## src/rtl/hsvg_pkg.sv

```systemverilog
package hsvg_pkg;

    // Field widths fixed by the interface
    localparam int KEY_BYTE_W     = 8;
    localparam int HASH_W         = 32;
    localparam int SEED_W         = 31;
    localparam int DIM_INDEX_W    = 9;
    localparam int DIM_VALUE_W    = 11;
    localparam int ACTIVE_TOTAL_W = 10;

    localparam int DIMENSIONS_DEF = 512;

    // Command and result codes
    localparam logic CMD_ABSORB = 1'b0;
    localparam logic CMD_DRAW   = 1'b1;
    localparam logic KIND_HASH  = 1'b0;
    localparam logic KIND_DRAW  = 1'b1;

    // FNV-1a, 32 bit
    localparam logic [HASH_W-1:0] FNV_BASIS = 32'd2166136261;
    localparam logic [HASH_W-1:0] FNV_PRIME = 32'd16777619;

    // LCG modulo 2^31
    localparam logic [SEED_W-1:0] LCG_MUL = 31'd1103515245;
    localparam logic [SEED_W-1:0] LCG_ADD = 31'd12345;

    // Exact reciprocals: floor(x/10) = (x*RECIP10)>>35 for x < 2^32,
    // floor(x/125) = (x*RECIP125)>>35 for x < 2^27
    localparam int                RECIP_SHIFT = 35;
    localparam logic [31:0]       RECIP10     = 32'hCCCC_CCCD;
    localparam logic [28:0]       RECIP125    = 29'h1062_4DD3;
    localparam int                Q10_W       = 28;
    localparam int                Q125_W      = 21;

    localparam logic [DIM_VALUE_W-1:0]        VAL_OFFSET = 11'd1000;
    localparam logic signed [DIM_VALUE_W-1:0] VAL_MIN    = -11'sd1000;
    localparam logic signed [DIM_VALUE_W-1:0] VAL_MAX    = 11'sd999;

    typedef struct packed {
        logic                          active;
        logic signed [DIM_VALUE_W-1:0] value;
    } dim_val_t;

endpackage

```

## src/rtl/hsvg_dimval.sv

```systemverilog
// Finish seed mod 10 and seed mod 2000 from registered quotients.
module hsvg_dimval (
    input  logic [hsvg_pkg::SEED_W-1:0] seed,
    input  logic [hsvg_pkg::Q10_W-1:0]  q10,
    input  logic [hsvg_pkg::Q125_W-1:0] q2000,
    output hsvg_pkg::dim_val_t          dv
);

    logic [hsvg_pkg::SEED_W-1:0]      r10_full;
    logic [hsvg_pkg::SEED_W-1:0]      r2000_full;
    logic [hsvg_pkg::DIM_VALUE_W-1:0] r2000;

    // Remainders are small, so only low bits of the differences matter
    assign r10_full   = seed - (hsvg_pkg::SEED_W'(q10) * 31'd10);
    assign r2000_full = seed - (hsvg_pkg::SEED_W'(q2000) * 31'd2000);
    assign r2000      = r2000_full[hsvg_pkg::DIM_VALUE_W-1:0];

    always_comb begin
        dv.active = (r10_full[3:0] == 4'd0);
        dv.value  = '0;
        if (dv.active) begin
            dv.value = $signed(r2000 - hsvg_pkg::VAL_OFFSET);
        end
    end

endmodule

```

## src/rtl/hash_seeded_sparse_vector_gen_top.sv

```systemverilog
// Seeded sparse vector generator. Key bytes (s_cmd = 0) fold into a
// 32-bit FNV-1a hash; the byte with s_final_byte set closes the key,
// returns one word carrying the hash (m_result_kind = 0), seeds a 31-bit
// LCG from the hash's low 31 bits and restarts the hash. Each draw
// (s_cmd = 1) steps the LCG and returns one dimension word: index,
// value in thousandths (-1000..999, zero when inactive), active flag,
// running active count and a last-dimension flag. Draws beyond
// DIMENSIONS-1 and non-final key bytes return nothing. The block takes
// one word per cycle while s_ready is high; a result word passes through
// stage 1, stage 2 and the output register before it is presented on the
// m_ ports. The path is: state update (one FNV and one LCG constant
// multiply) -> reciprocal multiplies for the mod-10 and mod-2000
// quotients -> remainder, value and active count into the output
// register. s_ready drops only when all three stages hold words and
// m_ready is low.
module hash_seeded_sparse_vector_gen_top #(
    parameter int DIMENSIONS = hsvg_pkg::DIMENSIONS_DEF
) (
    input  logic                                     aclk,
    input  logic                                     aresetn,
    input  logic                                     s_valid,
    output logic                                     s_ready,
    input  logic                                     s_cmd,
    input  logic [hsvg_pkg::KEY_BYTE_W-1:0]          s_key_byte,
    input  logic                                     s_final_byte,
    output logic                                     m_valid,
    input  logic                                     m_ready,
    output logic                                     m_result_kind,
    output logic [hsvg_pkg::HASH_W-1:0]              m_hash_signature,
    output logic [hsvg_pkg::DIM_INDEX_W-1:0]         m_dim_index,
    output logic signed [hsvg_pkg::DIM_VALUE_W-1:0]  m_dim_value,
    output logic                                     m_dim_active,
    output logic [hsvg_pkg::ACTIVE_TOTAL_W-1:0]      m_active_total,
    output logic                                     m_vector_done
);

    localparam int CNT_W = $clog2(DIMENSIONS + 1);
    localparam int HW    = hsvg_pkg::HASH_W;
    localparam int SW    = hsvg_pkg::SEED_W;
    localparam int IW    = hsvg_pkg::DIM_INDEX_W;
    localparam int AW    = hsvg_pkg::ACTIVE_TOTAL_W;

    // ------------------------------------------------------------------
    // Architectural state
    // ------------------------------------------------------------------
    logic [HW-1:0]    hash_reg, hash_next;
    logic [HW-1:0]    sig_reg, sig_next;
    logic [SW-1:0]    seed_reg, seed_next;
    logic [CNT_W-1:0] dim_cnt_reg, dim_cnt_next;
    logic [AW-1:0]    act_cnt_reg, act_cnt_next;

    // Stage 1: word after the state update
    logic          v1_reg;
    logic          k1_reg;
    logic [HW-1:0] h1_reg;
    logic [IW-1:0] i1_reg;
    logic          d1_reg;
    logic [SW-1:0] s1_reg;

    // Stage 2: word with quotients
    logic                          v2_reg;
    logic                          k2_reg;
    logic [HW-1:0]                 h2_reg;
    logic [IW-1:0]                 i2_reg;
    logic                          d2_reg;
    logic [SW-1:0]                 s2_reg;
    logic [hsvg_pkg::Q10_W-1:0]    q10_reg;
    logic [hsvg_pkg::Q125_W-1:0]   q2000_reg;

    // Output register
    logic                                    v3_reg;
    logic                                    k3_reg;
    logic [HW-1:0]                           h3_reg;
    logic [IW-1:0]                           i3_reg;
    logic signed [hsvg_pkg::DIM_VALUE_W-1:0] val3_reg;
    logic                                    act3_reg;
    logic [AW-1:0]                           tot3_reg;
    logic                                    d3_reg;

    logic rdy1, rdy2, rdy3;
    logic accept;
    logic emit;
    logic emit_kind;
    logic draw_ok;
    logic [HW-1:0]  fold;
    logic [SW-1:0]  lcg;
    logic [IW-1:0]  idx_w;
    logic [62:0]    prod10;
    logic [55:0]    prod2000;
    hsvg_pkg::dim_val_t dv;

    // Each stage moves when the one after it has room
    assign rdy3    = !v3_reg || m_ready;
    assign rdy2    = !v2_reg || rdy3;
    assign rdy1    = !v1_reg || rdy2;
    assign s_ready = rdy1;
    assign accept  = s_valid && s_ready;

    assign fold    = (hash_reg ^ HW'(s_key_byte)) * hsvg_pkg::FNV_PRIME;
    assign lcg     = (seed_reg * hsvg_pkg::LCG_MUL) + hsvg_pkg::LCG_ADD;
    assign draw_ok = (dim_cnt_reg < CNT_W'(DIMENSIONS));

    generate
        if (CNT_W >= IW) begin : g_idx_trunc
            assign idx_w = dim_cnt_reg[IW-1:0];
        end else begin : g_idx_ext
            assign idx_w = {{(IW - CNT_W){1'b0}}, dim_cnt_reg};
        end
    endgenerate

    // ------------------------------------------------------------------
    // State update for the accepted word
    // ------------------------------------------------------------------
    always_comb begin
        hash_next    = hash_reg;
        sig_next     = sig_reg;
        seed_next    = seed_reg;
        dim_cnt_next = dim_cnt_reg;
        emit         = 1'b0;
        emit_kind    = hsvg_pkg::KIND_HASH;
        if (accept) begin
            if (s_cmd == hsvg_pkg::CMD_ABSORB) begin
                if (s_final_byte) begin
                    // close the key: latch signature, reseed, restart hash
                    sig_next     = fold;
                    seed_next    = fold[SW-1:0];
                    dim_cnt_next = '0;
                    hash_next    = hsvg_pkg::FNV_BASIS;
                    emit         = 1'b1;
                    emit_kind    = hsvg_pkg::KIND_HASH;
                end else begin
                    hash_next = fold;
                end
            end else if (draw_ok) begin
                seed_next    = lcg;
                dim_cnt_next = dim_cnt_reg + CNT_W'(1);
                emit         = 1'b1;
                emit_kind    = hsvg_pkg::KIND_DRAW;
            end
        end
    end

    always_ff @(posedge aclk) begin
        if (!aresetn) begin
            hash_reg    <= hsvg_pkg::FNV_BASIS;
            sig_reg     <= '0;
            seed_reg    <= '0;
            dim_cnt_reg <= '0;
        end else begin
            hash_reg    <= hash_next;
            sig_reg     <= sig_next;
            seed_reg    <= seed_next;
            dim_cnt_reg <= dim_cnt_next;
        end
    end

    // ------------------------------------------------------------------
    // Stage 1: capture the word that produces a result
    // ------------------------------------------------------------------
    always_ff @(posedge aclk) begin
        if (!aresetn) begin
            v1_reg <= 1'b0;
        end else if (rdy1) begin
            v1_reg <= emit;
        end
    end

    always_ff @(posedge aclk) begin
        if (rdy1 && emit) begin
            k1_reg <= emit_kind;
            h1_reg <= (emit_kind == hsvg_pkg::KIND_HASH) ? fold : sig_reg;
            i1_reg <= idx_w;
            d1_reg <= (emit_kind == hsvg_pkg::KIND_DRAW) &&
                      (dim_cnt_reg == CNT_W'(DIMENSIONS - 1));
            s1_reg <= lcg;
        end
    end

    // ------------------------------------------------------------------
    // Stage 2: reciprocal multiplies for seed/10 and seed/2000
    // ------------------------------------------------------------------
    assign prod10   = 63'(s1_reg) * 63'(hsvg_pkg::RECIP10);
    assign prod2000 = 56'(s1_reg[SW-1:4]) * 56'(hsvg_pkg::RECIP125);

    always_ff @(posedge aclk) begin
        if (!aresetn) begin
            v2_reg <= 1'b0;
        end else if (rdy2) begin
            v2_reg <= v1_reg;
        end
    end

    always_ff @(posedge aclk) begin
        if (rdy2 && v1_reg) begin
            k2_reg    <= k1_reg;
            h2_reg    <= h1_reg;
            i2_reg    <= i1_reg;
            d2_reg    <= d1_reg;
            s2_reg    <= s1_reg;
            q10_reg   <= prod10[hsvg_pkg::RECIP_SHIFT +: hsvg_pkg::Q10_W];
            q2000_reg <= prod2000[hsvg_pkg::RECIP_SHIFT +: hsvg_pkg::Q125_W];
        end
    end

    // ------------------------------------------------------------------
    // Stage 3: remainders, value and running active count
    // ------------------------------------------------------------------
    hsvg_dimval u_dimval (
        .seed  (s2_reg),
        .q10   (q10_reg),
        .q2000 (q2000_reg),
        .dv    (dv)
    );

    always_comb begin
        act_cnt_next = act_cnt_reg;
        if (rdy3 && v2_reg) begin
            if (k2_reg == hsvg_pkg::KIND_HASH) begin
                act_cnt_next = '0;
            end else if (dv.active) begin
                act_cnt_next = act_cnt_reg + AW'(1);
            end
        end
    end

    always_ff @(posedge aclk) begin
        if (!aresetn) begin
            v3_reg      <= 1'b0;
            act_cnt_reg <= '0;
        end else begin
            act_cnt_reg <= act_cnt_next;
            if (rdy3) begin
                v3_reg <= v2_reg;
            end
        end
    end

    always_ff @(posedge aclk) begin
        if (rdy3 && v2_reg) begin
            k3_reg <= k2_reg;
            h3_reg <= h2_reg;
            if (k2_reg == hsvg_pkg::KIND_HASH) begin
                // hash word: dimension fields read as zero
                i3_reg   <= '0;
                val3_reg <= '0;
                act3_reg <= 1'b0;
                tot3_reg <= '0;
                d3_reg   <= 1'b0;
            end else begin
                i3_reg   <= i2_reg;
                val3_reg <= dv.value;
                act3_reg <= dv.active;
                tot3_reg <= act_cnt_next;
                d3_reg   <= d2_reg;
            end
        end
    end

    assign m_valid          = v3_reg;
    assign m_result_kind    = k3_reg;
    assign m_hash_signature = h3_reg;
    assign m_dim_index      = i3_reg;
    assign m_dim_value      = val3_reg;
    assign m_dim_active     = act3_reg;
    assign m_active_total   = tot3_reg;
    assign m_vector_done    = d3_reg;

    // ------------------------------------------------------------------
    // Assertions
    // ------------------------------------------------------------------
    a_final_restarts: assert property (@(posedge aclk) disable iff (!aresetn)
        accept && (s_cmd == hsvg_pkg::CMD_ABSORB) && s_final_byte |=>
            (hash_reg == hsvg_pkg::FNV_BASIS) && (dim_cnt_reg == '0))
        else $error("final byte did not restart hash and dimension count");

    a_hash_word_clean: assert property (@(posedge aclk) disable iff (!aresetn)
        m_valid && (m_result_kind == hsvg_pkg::KIND_HASH) |->
            (m_dim_index == '0) && (m_dim_value == '0) && !m_dim_active &&
            (m_active_total == '0) && !m_vector_done)
        else $error("hash word carries dimension fields");

    a_inactive_zero: assert property (@(posedge aclk) disable iff (!aresetn)
        m_valid && !m_dim_active |-> (m_dim_value == '0))
        else $error("inactive dimension with nonzero value");

    a_value_range: assert property (@(posedge aclk) disable iff (!aresetn)
        m_valid && m_dim_active |->
            (m_dim_value >= hsvg_pkg::VAL_MIN) && (m_dim_value <= hsvg_pkg::VAL_MAX))
        else $error("dimension value out of range");

    a_dim_bound: assert property (@(posedge aclk) disable iff (!aresetn)
        dim_cnt_reg <= CNT_W'(DIMENSIONS))
        else $error("dimension count past the vector length");

endmodule
```

## config.mk

```make
export PLATFORM = sky130hd
export DESIGN_NAME = hash_seeded_sparse_vector_gen_top
export DESIGN_NICKNAME = d
export VERILOG_FILES = /design/src/rtl/hsvg_pkg.sv /design/src/rtl/hsvg_dimval.sv /design/src/rtl/hash_seeded_sparse_vector_gen_top.sv
export SDC_FILE = /design/constraint.sdc
export NUM_CORES = 2
export LEC_CHECK = 0
export ABC_CLOCK_PERIOD_IN_PS = 20900
export BUFFER_PORTS_ARGS = -buffer_cell sky130_fd_sc_hd__buf_2
export CORE_UTILIZATION = 45
export CTS_CLUSTER_DIAMETER = 200
export DETAILED_ROUTE_END_ITERATION = 8
export SLEW_MARGIN = 10
export SYNTH_ARGS = -nofsm -noshare
export SYNTH_HDL_FRONTEND = slang
export SYNTH_SLANG_ARGS = --single-unit
```

## constraint.sdc

```tcl
create_clock -name aclk -period 20.9 [get_ports aclk]
set_input_delay 2.09 -clock aclk [delete_from_list [all_inputs] [get_ports aclk]]
set_output_delay 2.09 -clock aclk [all_outputs]
set_load 0.01 [all_outputs]
```

# After elaboration in Yosys (flattened, before gate mapping)
# Cells that the tools add are included.
# totals
register_bits	360
word_cells	78
input_bits	14
# classes
bitwise_logic	2
order_cmp	1
multipliers	6
n_reduce_logical	17
n_eq_ne	2
addsub	6
n_mux	17
# op_table
cell	count
$mux 31	3
$mux 32	2
$mul 31x32->63 const B	1
$mux 10	6
$mul 27x29->56 const B	1
$mul 32x25->32 const B	1
$xor 32x8->32	1
$add 31x14->31 const B	1
$mul 31x31->31 const B	1
$mul 28x3->3 const B	1
$mul 21x7->7 const B	1
$add 10x1->10 const B	2
$sub 11x10->11 const B	1
$sub 11x11->11	1
$eq 10x9->1 const B	1
$lt 10x10->1 const B	1
$mux 1	6
$reduce_and 3->1	2
$logic_and 1x1->1	5
$logic_not 4->1	1
$reduce_and 2->1	2
$sub 4x4->4	1
$logic_not 1->1	3
$logic_or 1x1->1	3
3 further kinds	3

# Longest topological paths before layout
# depth
ltp_word	7
ltp_mapped	27
depth_no_buf	27

# Hierarchy
# Synthesis repeated with hierarchy kept, for this count alone.
# unflattened
hier_cells	4719
area_unflattened_um2	49560.0
# modules_own_cells
mod	n_inst	area_each_um2	cells_per_inst
hash_seeded_sparse_vector_gen_top	1	48630.4	4607
hsvg_dimval	1	929.6	112

# Least setup slack after synthesis
# Ideal clock, no wire load.
# synth_path
path_kind	input to register
startpoint	input s_key_byte[6] (netlist bit)
endpoint	register seed_reg[29]
arrival_time_ns	7.025
n_path_buf	0
setup_slack_ns	13.623
t_required_ns	20.648
path_stages	23
path_cell_list	xor2_1 > ha_1 > ha_1 > inv_1 > fa_1 > inv_1 > ha_1 > inv_1 > fa_1 > inv_1 > ha_1 > fa_1 > ha_1 > and3_1 > and4_4 > a21oi_1 > a31oi_2 > a211o_2 > a31oi_4 > o21bai_2 > xor2_2 > mux2i_1 > a21oi_1
# synth_between
elab_chain_cells	4
# synth_rtl
element	line	rtl
from (decl)	hash_seeded_sparse_vector_gen_top.sv:24	input logic [hsvg_pkg::KEY_BYTE_W-1:0] s_key_byte,
$xor 32x8->32	hash_seeded_sparse_vector_gen_top.sv:99	assign fold = (hash_reg ^ HW'(s_key_byte)) * hsvg_pkg::FNV_PRIME;
$mul 32x25->32	hash_seeded_sparse_vector_gen_top.sv:99	
$mux 31	hash_seeded_sparse_vector_gen_top.sv:123	if (s_final_byte) begin
$mux 31	hash_seeded_sparse_vector_gen_top.sv:122	if (s_cmd == hsvg_pkg::CMD_ABSORB) begin
to (signal assigned)	hash_seeded_sparse_vector_gen_top.sv:152	seed_reg <= seed_next;
to (decl)	hash_seeded_sparse_vector_gen_top.sv:48	logic [SW-1:0] seed_reg, seed_next;
# No other way between the ends. The select of a mux whose other input is x is not followed.
# A chain may end at the register's enable or synchronous reset.

# Final worst setup path
# layout_path
startpoint	register seed_reg[6]
endpoint	register seed_reg[28]
# layout_between
elab_chain_cells	4
# layout_rtl
element	line	rtl
$mul 31x31->31	hash_seeded_sparse_vector_gen_top.sv:100	assign lcg = (seed_reg * hsvg_pkg::LCG_MUL) + hsvg_pkg::LCG_ADD;
$add 31x14->31	hash_seeded_sparse_vector_gen_top.sv:100	
named net lcg[28]	hash_seeded_sparse_vector_gen_top.sv:86	logic [SW-1:0] lcg;
$mux 31	hash_seeded_sparse_vector_gen_top.sv:134	end else if (draw_ok) begin
$mux 31	hash_seeded_sparse_vector_gen_top.sv:122	
# The timed path passes the listed nets, and every way through them passes these cells. The select of a mux whose other input is x is not followed.

==> results.py <==
metrics = {
    "detailed_routing": {
        "route.detailed.drc": 0,
        "drtIter0Drc": 1490,
        "vias": 27000,
        "avgRoutedWirePerCell_um": 19.5,
        "via_per_inst": 4.92,
        "dr.pass1.iters": 8,
        "wl_um": 107000,
        "ant_nets": 0,
    },
    "clock_network": {
        "clkTransAtPathRegs_ns": 0.07,
        "worst_skew_pair.late_latency_ns": 0.55,
        "cts_buffer_depth": 3,
        "cts_resized": 0,
        "cts_tree": "built",
        "postCtsSetupBuffers": 0,
        "root_buffer": "clkbuf_16",
        "cts_buffers": 34,
        "cts.sinks": 321,
        "cts_hold_buf": 0,
        "htree_levels": 2,
    },
    "synth": {
        "yosysSeqAreaShare": 0.200,
        "syn_inst": 4112,
        "synth-seq-cells": 321,
        "ys_types": 78,
        "syn_nets": 5546,
        "synth_edf_count": 203,
        "synth_flop_cell": "edfxtp_1",
        "synth_area_per_cell_sq_um": 10.3,
        "synth_area_sq_um": 42300,
        "ys_warn_count": 0,
        "synthArstFlopShare": 0,
    },
    "timing": {
        "tightest_slew_ns": 1.10,
        "period_share": 0.376,
        "skew_ns": 0.0246,
        "slew_violations": 0,
        "slew_headroom": 0.261,
        "timing.fmax_ghz": 0.127,
        "fin_tns_setup_ns": 0,
        "setup_viol": 0,
        "grt_setup_unrepaired": "false",
        "min_period_ns": 7.86,
        "hold_violations": 0,
    },
    "layout": {
        "drive_gt1_frac": 0.0440,
        "fin_area_sq_um": 45400,
        "final_util": 0.487,
        "layout_commonest_cell": "inv_1",
        "area_growth_pct": 7.30,
        "nNetsFinal": 5639,
        "final_cells": 5486,
        "layout_common_cells": "inv_1 (1286), ha_1 (775), fa_1 (645), edfxtp_1 (203), nand2_1 (173)",
        "register_area_sq_um": 8460,
        "multi_input_area_sq_um": 28900,
        "n_fill_cell": 8651,
    },
    "place": {
        "gp_congestion": 0.961,
        "portBuffers": 80,
        "dp_cells": 5423,
        "placed_cell_area_sq_um": 44300,
        "dp_hpwl_um": 92500,
    },
    "global_route": {
        "grt_pass1_wl_um": 168000,
        "antenna_found_initial": 2,
        "grt_pass1_vias": 28600,
        "overflow": 0,
        "grt_usage": 0.234,
        "grt_max_degree": 78,
    },
    "worst_setup_path": {
        "worst_setup_path_end_kind": "register",
        "crit_fanout": 9,
        "worstPathArrival_ns": 8.32,
        "start_kind": "register",
        "crit_required_ns": 21.36,
        "path_class": "reg2reg",
    },
    "die": {
        "start_util": 0.454,
        "design.core.area_sq_um": 93200,
        "ioPinCount": 81,
        "fp.dieW_um": 309,
        "die_y_um": 309,
        "dieArea_sq_um": 95300,
        "rows": 112,
    },
    "flow_run": {
        "max-cap-violations": 0,
    },
    "status": {
        "status": "finished clean",
    },
    "worst_hold_path": {
        "hp-class": "reg2reg",
    },
}
through the flow:
stage	setup WS (ns)	hold WS (ns)
after global placement	12.78	0.400
after global routing	12.68	0.410
after CTS	12.94	0.407
after detailed placement	12.77	0.405
after floorplan	13.62	0.400
final	13.04	0.408
path summary, 6_finish.rpt:
kind / end / startpoint / cells past startpoint / slack [ns]
hold reg to reg: h2_reg[29]$_DFFE_PP_ / h1_reg[29]$_DFFE_PP_ / 0 / 0.41
hold / removal: h2_reg[29]$_DFFE_PP_ / h1_reg[29]$_DFFE_PP_ / 0 / 0.41
setup / recovery: seed_reg[28]$_SDFFE_PN0P_ / seed_reg[6]$_SDFFE_PN0P_ / 24 / 13.04
setup reg to reg: seed_reg[28]$_SDFFE_PN0P_ / seed_reg[6]$_SDFFE_PN0P_ / 24 / 13.04
area by class of cell:
| type | instances | area share |
|---|---|---|
| multi-input combinational | 2460 | 0.636 |
| sequential | 321 | 0.186 |
| inverter | 1289 | 0.107 |
| tap | 1254 | 0.0346 |
| clock buffer | 50 | 0.0212 |
| timing repair buffer | 99 | 0.0120 |
| clock inverter | 12 | 0.00347 |
| antenna | 1 | 0.0000551 |
cells by family (layout without fill, tap and decap cells):
logic type / count (synthesis) / count (layout) / synth area share
mux: 9 / 9 / 0.00213
compound gates: 359 / 359 / 0.0538
simple gates: 480 / 480 / 0.0516
buf+inv: 1331 / 1450 / 0.118
other cells: 1 / 2 / 0.0000886
fa+ha+maj: 1420 / 1420 / 0.534
flops: 321 / 321 / 0.200
xor+xnor: 191 / 191 / 0.0401
critical path: stages (launching register included):
cell and delay [ns]:
dfxtp_1 0.74, ha_1 0.46, xor2_1 0.37, ha_1 0.24, a21oi_1 0.06, fa_1 0.49
fa_1 0.55, inv_1 0.05, fa_1 0.49, inv_1 0.05, fa_1 0.47, inv_1 0.05
fa_1 0.53, inv_1 0.05, fa_1 0.60, inv_1 0.06, ha_1 0.37, nand3_1 0.13
nor2_1 0.21, nand3_1 0.16, o311a_1 0.42, o31ai_2 0.31, xor2_1 0.52, a22oi_1 0.18
a21oi_1 0.17
cells in the mapped netlist, types with 3 or more instances:
library cell	n	area share
inv_1	1287	0.11
ha_1	775	0.23
fa_1	645	0.31
edfxtp_1	203	0.14
nand2_1	173	0.015
nor2_1	148	0.013
a21oi_1	143	0.017
xnor2_1	126	0.026
dfxtp_1	118	0.056
o21ai_0	66	0.0078
xor2_1	62	0.013
clkbuf_1	38	0.0034
a21o_1	30	0.0053
nand3_1	25	0.0030
nor3_1	22	0.0026
nand2b_1	20	0.0030
nor2b_1	19	0.0028
a211oi_1	17	0.0030
a22oi_1	16	0.0028
and2_1	16	0.0024
o211ai_1	16	0.0028
a221oi_1	10	0.0021
nand4_1	10	0.0015
or2_2	10	0.0015
and3_1	9	0.0013
mux2i_1	9	0.0021
o21a_1	9	0.0016
o21bai_1	9	0.0016
a31oi_1	6	0.00089
nor4_1	5	0.00074
or3_1	5	0.00074
nor3b_1	4	0.00071
and4_1	3	0.00062
nand3b_1	3	0.00053
metal layers:
metal	vias up	track usage	share of wire
met5	-	0	0
met4	0	0.0528	0.026
met3	114	0.0252	0.043
met2	571	0.398	0.48
met1	13500	0.321	0.45
li1	12900	-	-
Power is left out: the tool's default activity adds up to more than one toggle a clock period on the data nets, which glitch-free logic cannot reach.
